File: config.mk
export PLATFORM = sky130hd
export DESIGN_NAME = min_vehicles_two_station_sweep
export DESIGN_NICKNAME = d
export VERILOG_FILES = /design/src/hdl/mvts_pkg.sv /design/src/hdl/mvts_ram.sv /design/src/hdl/mvts_front.sv /design/src/hdl/mvts_station.sv /design/src/hdl/mvts_back.sv /design/src/hdl/min_vehicles_two_station_sweep.sv
export VERILOG_INCLUDE_DIRS = /design/src /design/src/hdl
export SDC_FILE = /design/constraint.sdc
export NUM_CORES = 2
export LEC_CHECK = 0
export BUFFER_PORTS_ARGS = -buffer_cell sky130_fd_sc_hd__buf_2
export CORE_UTILIZATION = 68
export DETAILED_ROUTE_END_ITERATION = 10
export MAX_ROUTING_LAYER = met4
export PLACE_DENSITY_LB_ADDON = 0.08
export SYNTH_ARGS = -nofsm -noshare
export SYNTH_HDL_FRONTEND = slang
export SYNTH_SLANG_ARGS = --single-unit
export TNS_END_PERCENT = 10
File: constraint.sdc
create_clock -name clk -period 22 [get_ports clk]
set_input_delay 2.2 -clock clk [delete_from_list [all_inputs] [get_ports clk]]
set_output_delay 2.2 -clock clk [all_outputs]
set_load 0.02 [all_outputs]
File: src/hdl/assert_macros.svh
// Assertion helpers shared by the block's modules
`ifndef ASSERT_MACROS_SVH
`define ASSERT_MACROS_SVH
// Check that a condition implies another at the next edge
`define ASSERT_NEXT(label, clk, rst, a, b) \
  label: assert property (@(posedge clk) disable iff (rst) (a) |=> (b)) \
    else $error("assertion failed");
// Check that a condition always holds
`define ASSERT_ALWAYS(label, clk, rst, a) \
  label: assert property (@(posedge clk) disable iff (rst) (a)) \
    else $error("assertion failed");
`endif

File: src/hdl/mvts_pkg.sv
`timescale 1ns / 1ps
package mvts_pkg;
  localparam int MaxTrips = 128;
  localparam int FillW = $clog2(MaxTrips + 1);
  localparam int AddrW = $clog2(MaxTrips);
  localparam int KeyW = 12;
  localparam logic [KeyW-1:0] KeySat = 12'd4094;
  localparam int QDepth = 4;
  localparam int QPtrW = $clog2(QDepth);

  // Trip after classification: keys routed to stations
  typedef struct packed {
    logic [KeyW-1:0] key_a;
    logic [KeyW-1:0] key_b;
    logic            keep;
    logic            last;
  } trip_t;

  // Event count per station
  typedef struct packed {
    logic [7:0] a;
    logic [7:0] b;
    logic       ovf;
  } result_t;
endpackage

File: src/hdl/mvts_ram.sv
`timescale 1ns / 1ps
module mvts_ram #(
  parameter int Width = 12,
  parameter int Depth = 128
) (
  input  logic                     clk,
  input  logic                     we,
  input  logic [$clog2(Depth)-1:0] waddr,
  input  logic [Width-1:0]         wdata,
  input  logic [$clog2(Depth)-1:0] raddr,
  output logic [Width-1:0]         rdata
);
  logic [Width-1:0] mem [Depth];

  // Write one entry, read registered
  always_ff @(posedge clk) begin
    if (we) mem[waddr] <= wdata;
    rdata <= mem[raddr];
  end
endmodule

File: src/hdl/mvts_front.sv
`timescale 1ns / 1ps
module mvts_front
  import mvts_pkg::*;
(
  input  logic        from_b,
  input  logic [10:0] depart_minute,
  input  logic [10:0] arrive_minute,
  input  logic        last_trip,
  input  logic [5:0]  turn,
  input  logic [FillW-1:0] held,
  output trip_t       trip
);
  logic [KeyW-1:0] dep_key;
  logic [12:0]     arr_sum;
  logic [KeyW-1:0] arr_key;

  // Build keys and decide whether the trip fits
  always_comb begin
    dep_key = {depart_minute, 1'b1};
    arr_sum = {1'b0, arrive_minute, 1'b0} + {6'd0, turn, 1'b0};
    arr_key = (arr_sum > {1'b0, KeySat}) ? KeySat : arr_sum[KeyW-1:0];
    trip.keep = (held < FillW'(MaxTrips));
    trip.last = last_trip;
    trip.key_a = from_b ? arr_key : dep_key;
    trip.key_b = from_b ? dep_key : arr_key;
  end
endmodule

File: src/hdl/mvts_station.sv
`timescale 1ns / 1ps
module mvts_station
  import mvts_pkg::*;
(
  input  logic            clk,
  input  logic            rst,
  input  logic            ins,
  input  logic [KeyW-1:0] key,
  input  logic            sweep,
  input  logic            clear,
  output logic            busy,
  output logic            done,
  output logic [7:0]      count
);
  `include "assert_macros.svh"
  localparam logic [2:0] S_IDLE = 3'd0, S_RD = 3'd1, S_CMP = 3'd2,
                         S_SW = 3'd3, S_SWD = 3'd4, S_DONE = 3'd5;
  logic [2:0] state;
  logic [FillW-1:0] fill, pos, idx;
  logic [KeyW-1:0] kin;
  logic we;
  logic [AddrW-1:0] waddr, raddr;
  logic [KeyW-1:0] wdata, rdata;
  logic signed [FillW+1:0] level, deepest, level_dn;

  mvts_ram #(.Width(KeyW), .Depth(MaxTrips)) u_ram (
    .clk, .we, .waddr, .wdata, .raddr, .rdata
  );

  // Memory access: shift entries up during insertion
  always_comb begin
    we = 1'b0;
    waddr = pos[AddrW-1:0];
    wdata = kin;
    raddr = (state == S_SW || state == S_SWD) ? idx[AddrW-1:0]
                                              : pos[AddrW-1:0] - AddrW'(1);
    if (state == S_CMP) begin
      we = 1'b1;
      if (pos != '0 && rdata > kin) wdata = rdata;
    end
  end

  assign level_dn = level - (FillW+2)'(1);
  assign busy = (state != S_IDLE);
  assign done = (state == S_DONE);
  assign count = (deepest > 255) ? 8'd255 : deepest[7:0];

  // Insertion sort, then sweep
  always_ff @(posedge clk) begin
    if (rst) begin
      state <= S_IDLE;
      fill <= '0;
    end else begin
      unique case (state)
        S_IDLE: begin
          if (ins) begin
            kin <= key;
            pos <= fill;
            state <= (fill == '0) ? S_CMP : S_RD;
          end else if (sweep) begin
            idx <= '0;
            level <= '0;
            deepest <= '0;
            state <= (fill == '0) ? S_DONE : S_SW;
          end
        end
        S_RD: state <= S_CMP;
        S_CMP: begin
          if (pos != '0 && rdata > kin) begin
            pos <= pos - 1'b1;
            state <= S_RD;
          end else begin
            fill <= fill + 1'b1;
            state <= S_IDLE;
          end
        end
        S_SW: begin
          idx <= idx + 1'b1;
          state <= S_SWD;
        end
        S_SWD: begin
          if (rdata[0]) begin
            level <= level_dn;
            if (-level_dn > deepest) deepest <= -level_dn;
          end else begin
            level <= level + 1'b1;
          end
          state <= (idx == fill) ? S_DONE : S_SW;
        end
        S_DONE: if (clear) begin
          fill <= '0;
          state <= S_IDLE;
        end
        default: state <= S_IDLE;
      endcase
    end
  end

  `ASSERT_ALWAYS(a_fill_cap, clk, rst, fill <= FillW'(MaxTrips))
  `ASSERT_NEXT(a_clear, clk, rst, state == S_DONE && clear, fill == '0)
endmodule

File: src/hdl/mvts_back.sv
`timescale 1ns / 1ps
module mvts_back
  import mvts_pkg::*;
(
  input  logic    clk,
  input  logic    rst,
  input  logic    q_valid,
  input  trip_t   q_trip,
  output logic    q_pop,
  output logic    res_valid,
  output result_t res,
  input  logic    res_take
);
  `include "assert_macros.svh"
  localparam logic [1:0] B_IDLE = 2'd0, B_INS = 2'd1, B_SW = 2'd2, B_OUT = 2'd3;
  logic [1:0] state;
  logic ins, sweep, clear, busy_a, busy_b, done_a, done_b, drop, last;
  logic [7:0] cnt_a, cnt_b;

  assign ins = (state == B_IDLE) && q_valid && q_trip.keep;
  assign q_pop = (state == B_IDLE) && q_valid;
  assign sweep = (state == B_SW) && !busy_a && !busy_b;
  assign clear = res_valid && res_take;

  mvts_station u_a (.clk, .rst, .ins, .key(q_trip.key_a), .sweep, .clear,
    .busy(busy_a), .done(done_a), .count(cnt_a));
  mvts_station u_b (.clk, .rst, .ins, .key(q_trip.key_b), .sweep, .clear,
    .busy(busy_b), .done(done_b), .count(cnt_b));

  assign res_valid = (state == B_OUT) && done_a && done_b;
  assign res = '{a: cnt_a, b: cnt_b, ovf: drop};

  // Sequence inserts, sweep and handoff
  always_ff @(posedge clk) begin
    if (rst) begin
      state <= B_IDLE;
      drop <= 1'b0;
      last <= 1'b0;
    end else begin
      unique case (state)
        B_IDLE: if (q_pop) begin
          if (!q_trip.keep) drop <= 1'b1;
          last <= q_trip.last;
          state <= q_trip.keep ? B_INS : (q_trip.last ? B_SW : B_IDLE);
        end
        B_INS: if (!busy_a && !busy_b) state <= last ? B_SW : B_IDLE;
        B_SW: if (sweep) state <= B_OUT;
        B_OUT: if (clear) begin
          drop <= 1'b0;
          state <= B_IDLE;
        end
        default: state <= B_IDLE;
      endcase
    end
  end

  `ASSERT_NEXT(a_out_hold, clk, rst, res_valid && !res_take, res_valid)
  `ASSERT_ALWAYS(a_pop_idle, clk, rst, !q_pop || state == B_IDLE)
endmodule

File: src/hdl/min_vehicles_two_station_sweep.sv
`timescale 1ns / 1ps
// Minimum vehicles for a two-station timetable. Trips are pushed one per cycle,
// while the queue is not full, into a 4-entry queue; the back end pops each
// trip and inserts its two keys into sorted per-station RAMs, reading and
// comparing each shifted entry in turn. The last trip triggers a sweep of the
// stored keys, after which one result waits until popped.
// Up to 128 trips are held per case; more are dropped and flagged.
module min_vehicles_two_station_sweep
  import mvts_pkg::*;
(
  input  logic        clk,
  input  logic        rst,
  input  logic        push,
  output logic        full,
  input  logic        from_b,
  input  logic [10:0] depart_minute,
  input  logic [10:0] arrive_minute,
  input  logic        last_trip,
  output logic        empty,
  input  logic        pop,
  output logic [7:0]  start_at_a,
  output logic [7:0]  start_at_b,
  output logic        overflow,
  input  logic        cfg_valid,
  output logic        cfg_ready,
  input  logic [5:0]  cfg_data
);
  `include "assert_macros.svh"
  logic [5:0] turn;
  logic [FillW-1:0] held;
  trip_t trip;
  trip_t q [QDepth];
  logic [QPtrW-1:0] wp, rp;
  logic [QPtrW:0] qcnt;
  logic acc, q_pop, res_valid;
  result_t res;

  assign cfg_ready = 1'b1;
  assign full = (qcnt == (QPtrW+1)'(QDepth));
  assign acc = push && !full;

  mvts_front u_front (.from_b, .depart_minute, .arrive_minute, .last_trip,
    .turn, .held, .trip);

  mvts_back u_back (.clk, .rst, .q_valid(qcnt != '0), .q_trip(q[rp]), .q_pop,
    .res_valid, .res, .res_take(pop));

  assign empty = !res_valid;
  assign start_at_a = res.a;
  assign start_at_b = res.b;
  assign overflow = res.ovf;

  // Hold config, queue and accepted-trip count for the case
  always_ff @(posedge clk) begin
    if (rst) begin
      turn <= '0;
      wp <= '0;
      rp <= '0;
      qcnt <= '0;
      held <= '0;
    end else begin
      if (cfg_valid) turn <= cfg_data;
      if (acc) begin
        wp <= wp + 1'b1;
        if (last_trip) held <= '0;
        else if (trip.keep) held <= held + 1'b1;
      end
      if (q_pop) rp <= rp + 1'b1;
      qcnt <= qcnt + (QPtrW+1)'(acc) - (QPtrW+1)'(q_pop);
    end
  end

  always_ff @(posedge clk) begin
    if (acc) q[wp] <= trip;
  end

  `ASSERT_ALWAYS(a_q_bound, clk, rst, qcnt <= (QPtrW+1)'(QDepth))
  `ASSERT_ALWAYS(a_no_under, clk, rst, !q_pop || qcnt != '0)
endmodule
* After elaboration in Yosys (flattened, before gate mapping)
Memory sizes are Yosys's and may differ from the RTL's. A register that Yosys moved wholly into a read port is not among the register bits.
Index checks and enable logic that the tools add are counted.
** Cells by class
- Magnitude comparators :: 8
- $add $sub $neg :: 20
- Equal/unequal tests :: 39
- Reductions and logical operators :: 55
- Bitwise logic cells :: 1
- Mux-type cells :: 77
** Operators with widths (number)
- $mux W8 :: 13
- $pmux W8 S2 :: 6
- $mux W12 :: 7
- $mux W10 :: 8
- $pmux W10 S2 :: 4
- $add A8 B1 Y8 const B :: 5
- $pmux W3 S6 :: 2
- $reduce_and A4 Y1 :: 8
- $ne A2 B1 Y1 const B :: 15
- $mux W3 :: 9
- $gt A12 B12 Y1 :: 2
- $mux W2 :: 11
- $add A10 B1 Y10 const B :: 2
- $gt A10 B10 Y1 :: 2
- $gt A10 B9 Y1 const B :: 2
- $neg A10 Y10 :: 2
- $reduce_bool A2 Y1 :: 10
- $sub A10 B2 Y10 const B :: 2
- $eq A8 B8 Y1 :: 2
- $logic_not A8 Y1 :: 2
- $reduce_bool A8 Y1 :: 2
- $sub A8 B1 Y8 const B :: 2
- $eq A3 B3 Y1 const B :: 5
- $mux W7 :: 2
- other kinds (26) :: 75
** Word-level totals
- Output and inout bits :: 20
- Memories :: 3
- Register bits after elaboration :: 143
- Input bits :: 35
- Word-level logic and storage cells :: 225
- Memory bits (writable) :: 3176
** Memories
- u_back.u_a.u_ram.mem :: depth 128, bits a word 12, rd ports 1, clocked after memory_dff 1, write ports 1, RTL line mvts_ram.sv:13 : logic [Width-1:0] mem [Depth];
- u_back.u_b.u_ram.mem :: depth 128, bits a word 12, rd ports 1, clocked after memory_dff 1, write ports 1, RTL line mvts_ram.sv:13
- q :: depth 4, bits a word 26, rd ports 1, clocked after memory_dff 1, write ports 1, RTL line min_vehicles_two_station_sweep.sv:32 : trip_t q [QDepth];

* Depth between registers and ports, before layout
- Depth in word-level cells :: 7
- Depth in mapped cells :: 16
- Mapped depth without buffers :: 15

* Modules after synthesis
Synthesis repeated with hierarchy kept, for this count alone.
** Unflattened totals
- Cells, all modules :: 6016
- Area, all modules :: 132301.9 sq um
** Modules (own cells, without submodules)
- mvts_ram :: area an instance 59128.0 sq um, instances 2, sequential area each 46364.5 sq um, cells an instance 2362
- min_vehicles_two_station_sweep :: area an instance 4788.3 sq um, instances 1, sequential area each 3583.4 sq um, cells an instance 249
- mvts_station (u_back.u_b) :: area an instance 4212.8 sq um, instances 1, sequential area each 1661.6 sq um, cells an instance 448
- mvts_station (u_back.u_a) :: area an instance 4170.2 sq um, instances 1, sequential area each 1661.6 sq um, cells an instance 469
- mvts_front :: area an instance 641.9 sq um, instances 1, sequential area each 0.0 sq um, cells an instance 101
- mvts_back :: area an instance 232.7 sq um, instances 1, sequential area each 80.1 sq um, cells an instance 25

* Least setup slack after synthesis
Ideal clock, no wire load.
- Path type :: register -> register
- Start :: register u_back.u_a.u_ram.rdata[0], read port of u_back.u_a.u_ram.mem
- End :: memory u_back.u_a.u_ram.mem[0][0], data pin
- Data arrival time :: 6.881 ns
- Setup time :: 1.199 ns
- Slack :: 13.920 ns
- Data required time :: 20.801 ns
- Buffers on the path :: 2
- Clock period less this slack :: 8.080 ns
- Stages on the path, launching flop included :: 10
- Cells stage by stage :: dfxtp_1 -> clkbuf_1 -> inv_1 -> ha_1 -> and4_1 -> a21oi_1 -> o21a_1 -> nand2_1 -> buf_1 -> o21ai_0
** On the way
- Cells in the longest elaborated chain, start to end :: 4
** RTL lines
- start, declared :: RTL line mvts_ram.sv:11 : output logic [Width-1:0] rdata
- $gt A12 B12 Y1 :: RTL line mvts_station.sv:39 : if (pos != '0 && rdata > kin) wdata = rdata;
- $logic_and A1 B1 Y1 :: RTL line mvts_station.sv:39
- $mux W12 * :: RTL line mvts_station.sv:39
- $mux W12 * :: RTL line mvts_station.sv:37 : if (state == S_CMP) begin
- named net u_back.u_a.u_ram.wdata[0] :: RTL line mvts_ram.sv:9 : input logic [Width-1:0] wdata,
- end, declared :: RTL line mvts_ram.sv:13
The timed path passes the listed nets; every way through them passes the cells marked *.

* Final worst setup path
- Start :: register u_back.u_a.state[2]
- End :: register u_back.u_a.u_ram.rdata[1], read port of u_back.u_a.u_ram.mem
** On the way
- Cells in the longest elaborated chain, start to end :: 3
- Elaborated cells on any way between the ends :: 4
- Classes of those cells :: eq/ne: 2; mux: 1; reduce/logical: 1
** RTL lines
- start, declared :: RTL line mvts_station.sv:18 : logic [2:0] state;
- start signal, assigned :: RTL line mvts_station.sv:59 : state <= (fill == '0) ? S_CMP : S_RD;
- start signal, assigned :: RTL line mvts_station.sv:64 : state <= (fill == '0) ? S_DONE : S_SW;
- start signal, assigned :: RTL line mvts_station.sv:88 : state <= (idx == fill) ? S_DONE : S_SW;
- $eq A3 B2 Y1 or $eq A3 B3 Y1 (tied branches) :: RTL line mvts_station.sv:35 : raddr = (state == S_SW || state == S_SWD) ? idx[AddrW-1:0]
- $logic_or A1 B1 Y1 * :: RTL line mvts_station.sv:35
- $mux W7 * :: RTL line mvts_station.sv:35
Every way passes the cells marked *; elsewhere a longest branch is shown, timed or not.
A chain may end at the register's enable or synchronous reset.

==> reports/results.tsv <==
stage	metric	value	unit
final_layout	share of cells above drive strength 1	0.113	
clock_tree	CTS tree	built	
logic_synthesis	Synth top area share	0.713	
timing	setup tns final	0	ps
logic_synthesis	Mapped Cells	9618	
timing	final hold violation count	0	
route	vias per inst	6.96	
logic_synthesis	synthesized cell area	0.138	mm2
min_path	HP Class	reg -> reg	
clock_tree	CTS Buf Count	343	
floorplan	die area	0.204	mm2
timing	final setup vio count	0	
global_routing	initial antenna violation count	4	
critical_path	WP data arrival	7720	ps
clock_tree	clock sinks	3345	
timing	Period minus WS final	6850	ps
floorplan	Initial Util	0.687	
logic_synthesis	Syn Nets	9733	
critical_path	crit-path most repeated cell	buf_4	
power_and_ir_drop	Lkg Pwr	50.0	nW
route	number of remaining DRC errors	1	
route	ANT nets after route	0	
global_routing	largest net degree at the start of global routing	203	
timing	Slew Viols, Final	0	
timing	RSZ-0062 raised after global routing	no	
run_status	failing checks	DRC	
critical_path	crit end category	flip-flop	
logic_synthesis	top cells by count, synth	edfxtp_1 (3272), nand2_1 (857), a21oi_1 (707), and3_1 (594), a211oi_1 (469)	
logic_synthesis	Synth cell types	87	
logic_synthesis	Post-synth EDFFs	3272	
logic_synthesis	synth warn	0	
route	routed vias	86234	
final_layout	FF+latch area	0.0997	mm2
logic_synthesis	synth top area cells	edfxtp_1 (71%), and3_1 (2.7%), a21oi_1 (2.6%), a211oi_1 (2.6%), nand2_1 (2.3%)	
critical_path	critical-path maximum fanout	102	
critical_path	CP Cell Sequence	nand4bb_4 > buf_4 > and2_4 > and2_4 > buf_4 > buf_4 > a21oi_1 > a22oi_1 > o22ai_1 > o31a_1 > nor4_2	
floorplan	Rows	164	
route	wire length per cell	29.1	um
place	number of buffers added on ports	53	
clock_tree	postcts setup bufs	0	
final_layout	Final #Nets	9602	
critical_path	CP max stage delay	970	ps
place	Detailed Place HPWL	203000	um
route	drt pass-1 iters	11	
final_layout	area delta synth->final	9.61	%
critical_path	Worst path slowest cell	and2_4	
global_routing	Overflow after GRT	0	
power_and_ir_drop	VDD IR max	0.317	mV
power_and_ir_drop	Pwr per Cell Area	137	mW/mm2
floorplan	die height	452	um
clock_tree	clock buffer depth	4	
critical_path	Worst setup SP type	flip-flop	
global_routing	vias in the first global route	82809	
timing	Fmax achieved	146	MHz
timing	normalized max-slew margin	0.0186	
logic_synthesis	prevailing post-synth register cell	edfxtp_1	
clock_tree	clock root cell	clkbuf_16	
timing	Slew @ Worst Pin	1470	ps
final_layout	Multi-input gate area	0.0347	mm2
job	max cap viols	0	
logic_synthesis	largest area contributor in the netlist	edfxtp_1	
clock_tree	Clk Latency, worst-skew pair	970	ps
floorplan	chip width	452	um
clock_tree	H-tree depth	5	
floorplan	core area	0.200	mm2
logic_synthesis	post-synthesis sequential area ratio	0.723	
run_status	result of the run	complete, but fails checks	
clock_tree	post_cts resized	0	
route	DRT iter0 DRCs	11665	
route	drt total wl	361000	um
floorplan	IO Count	55	
logic_synthesis	Post-synth ARST share	0	
final_layout	fill count	11814	
critical_path	CP required	22870	ps
logic_synthesis	syn avg cell area	14.3	um2
clock_tree	CTS Hold Bufs	0	
logic_synthesis	#FFs+latches synth	3345	
global_routing	first-pass GRT wire length	529000	um
place	RePlAce Congestion	0.925	
power_and_ir_drop	Pwr Total	20.7	mW
timing	fin crit share	0.311	
clock_tree	CTS clk-pin slew, worst paths	60	ps
critical_path	kind of critical path	reg -> reg	
timing	Layout Skew	52.1	ps
logic_synthesis	most frequent cell after synthesis	edfxtp_1	
global_routing	gr usage total	0.359	
[stage by stage]
stage          utilization  cells  hold WS [ps]  instance area [um2]  worst slack (ps)
2_1_floorplan            -   9618           460               138000             13920
3_3_place_gp         0.700  11797           475               140000             15560
3_5_place_dp         0.700  11797           474               140000             15360
4_1_cts              0.753  12388           483               151000             15270
5_1_grt              0.754  12393           515               151000             14810
6_report             0.754  12396           481               151000             15150
[area by class of cell]
type | count | share of cell area
Multi-Input combinational cell | 5414 | 0.229
Timing Repair Buffer | 297 | 0.0147
Inverter | 86 | 0.00214
Antenna cell | 7 | 0.000116
Tap cell | 2656 | 0.0220
Clock inverter | 155 | 0.0109
Sequential cell | 3345 | 0.660
Clock buffer | 436 | 0.0607
[cells by family after synthesis]
kind of cell | count (synthesis) | synth area share
mux | 275 | 0.0243
fa+ha+maj | 80 | 0.00737
buf+inv | 859 | 0.0273
compound gates | 2680 | 0.131
flops | 3345 | 0.723
other cells | 1 | 0.0000272
xor+xnor | 109 | 0.00693
simple gates | 2269 | 0.0795
[cell usage in the layout (no fill, tap or decap), types with 27 or more instances in the layout]
cell type  Yosys  layout
o22ai_1      175     173
o21ai_0      251     248
o31a_1        50      50
clkinv_1       1      63
edfxtp_1    3272    3272
a2111oi_0     58      58
nor2b_1       34      34
mux2i_1       27      27
nand3_1      126     126
nand4_1       67      67
dfxtp_1       73      72
buf_2        269      53
ha_1          78      78
nand2_1      857     848
a211oi_1     469     469
clkbuf_16      0     352
buf_4         30     234
nor2_1       424     406
and3_1       594     594
clkinv_2       0      43
a21boi_0     149     149
xnor2_1       64      64
nor3_1        40      37
o2111ai_1     54      54
o32ai_1       73      73
a22oi_1      316     316
a31oi_1       38      38
clkbuf_1     427      80
bufinv_16      0      36
o211ai_1      80      80
mux2_2       222     200
inv_1         85      85
o221ai_1      36      36
o21a_1        79      79
a21oi_1      707     707
xor2_1        45      45
[flip-flops by register name, indices dropped and copies added (netlist names), 10 cells and up, named ones only]
register,flops
u_back.u_a.u_ram.rdata,12
u_back.u_a.deepest,10
u_back.u_b.kin,12
u_back.u_b.deepest,10
u_back.u_b.u_ram.mem,1536
u_back.u_a.kin,12
u_back.u_b.u_ram.rdata,12
q,104
u_back.u_a.u_ram.mem,1536
u_back.u_a.level,10
u_back.u_b.level,10
[layer usage]
metal,share of wire,up-vias,track usage
met5,0,-,-
met4,0.063,0,0.200
met3,0.094,1061,0.0548
met2,0.47,5174,0.547
met1,0.37,42659,0.468
li1,-,37340,-
[critical path, delay by kind of cell (launching register included)]
family | cells | cell delay (ps)
and+or+nand+nor | 4 | 2360
AOI/OAI and AO/OA | 4 | 1010
buffers and inverters | 3 | 2300
DFF | 1 | 880
[worst paths after layout]
path / startpoint / end / slack (ps) / depth (start not counted)
setup / recovery: u_back.u_a.state[2] / u_back.u_a.u_ram.rdata[1] / 15150 / 11
hold / removal: held[6] / held[7] / 480 / 2
setup reg to reg: u_back.u_a.state[2] / u_back.u_a.u_ram.rdata[1] / 15150 / 11
hold reg to reg: held[6] / held[7] / 480 / 2
[report_power, final]
| part | leakage [nW] | switching [mW] | total, mW | internal, mW |
|---|---|---|---|---|
| Sequential | 30.0 | 0.164 | 7.89 | 7.72 |
| Clock | 5.27 | 2.34 | 5.69 | 3.35 |
| Combinational | 14.7 | 5.07 | 7.10 | 2.03 |
| Total | 50.0 | 7.57 | 20.7 | 13.1 |
No activity file was read; power rests on OpenSTA's default activity.
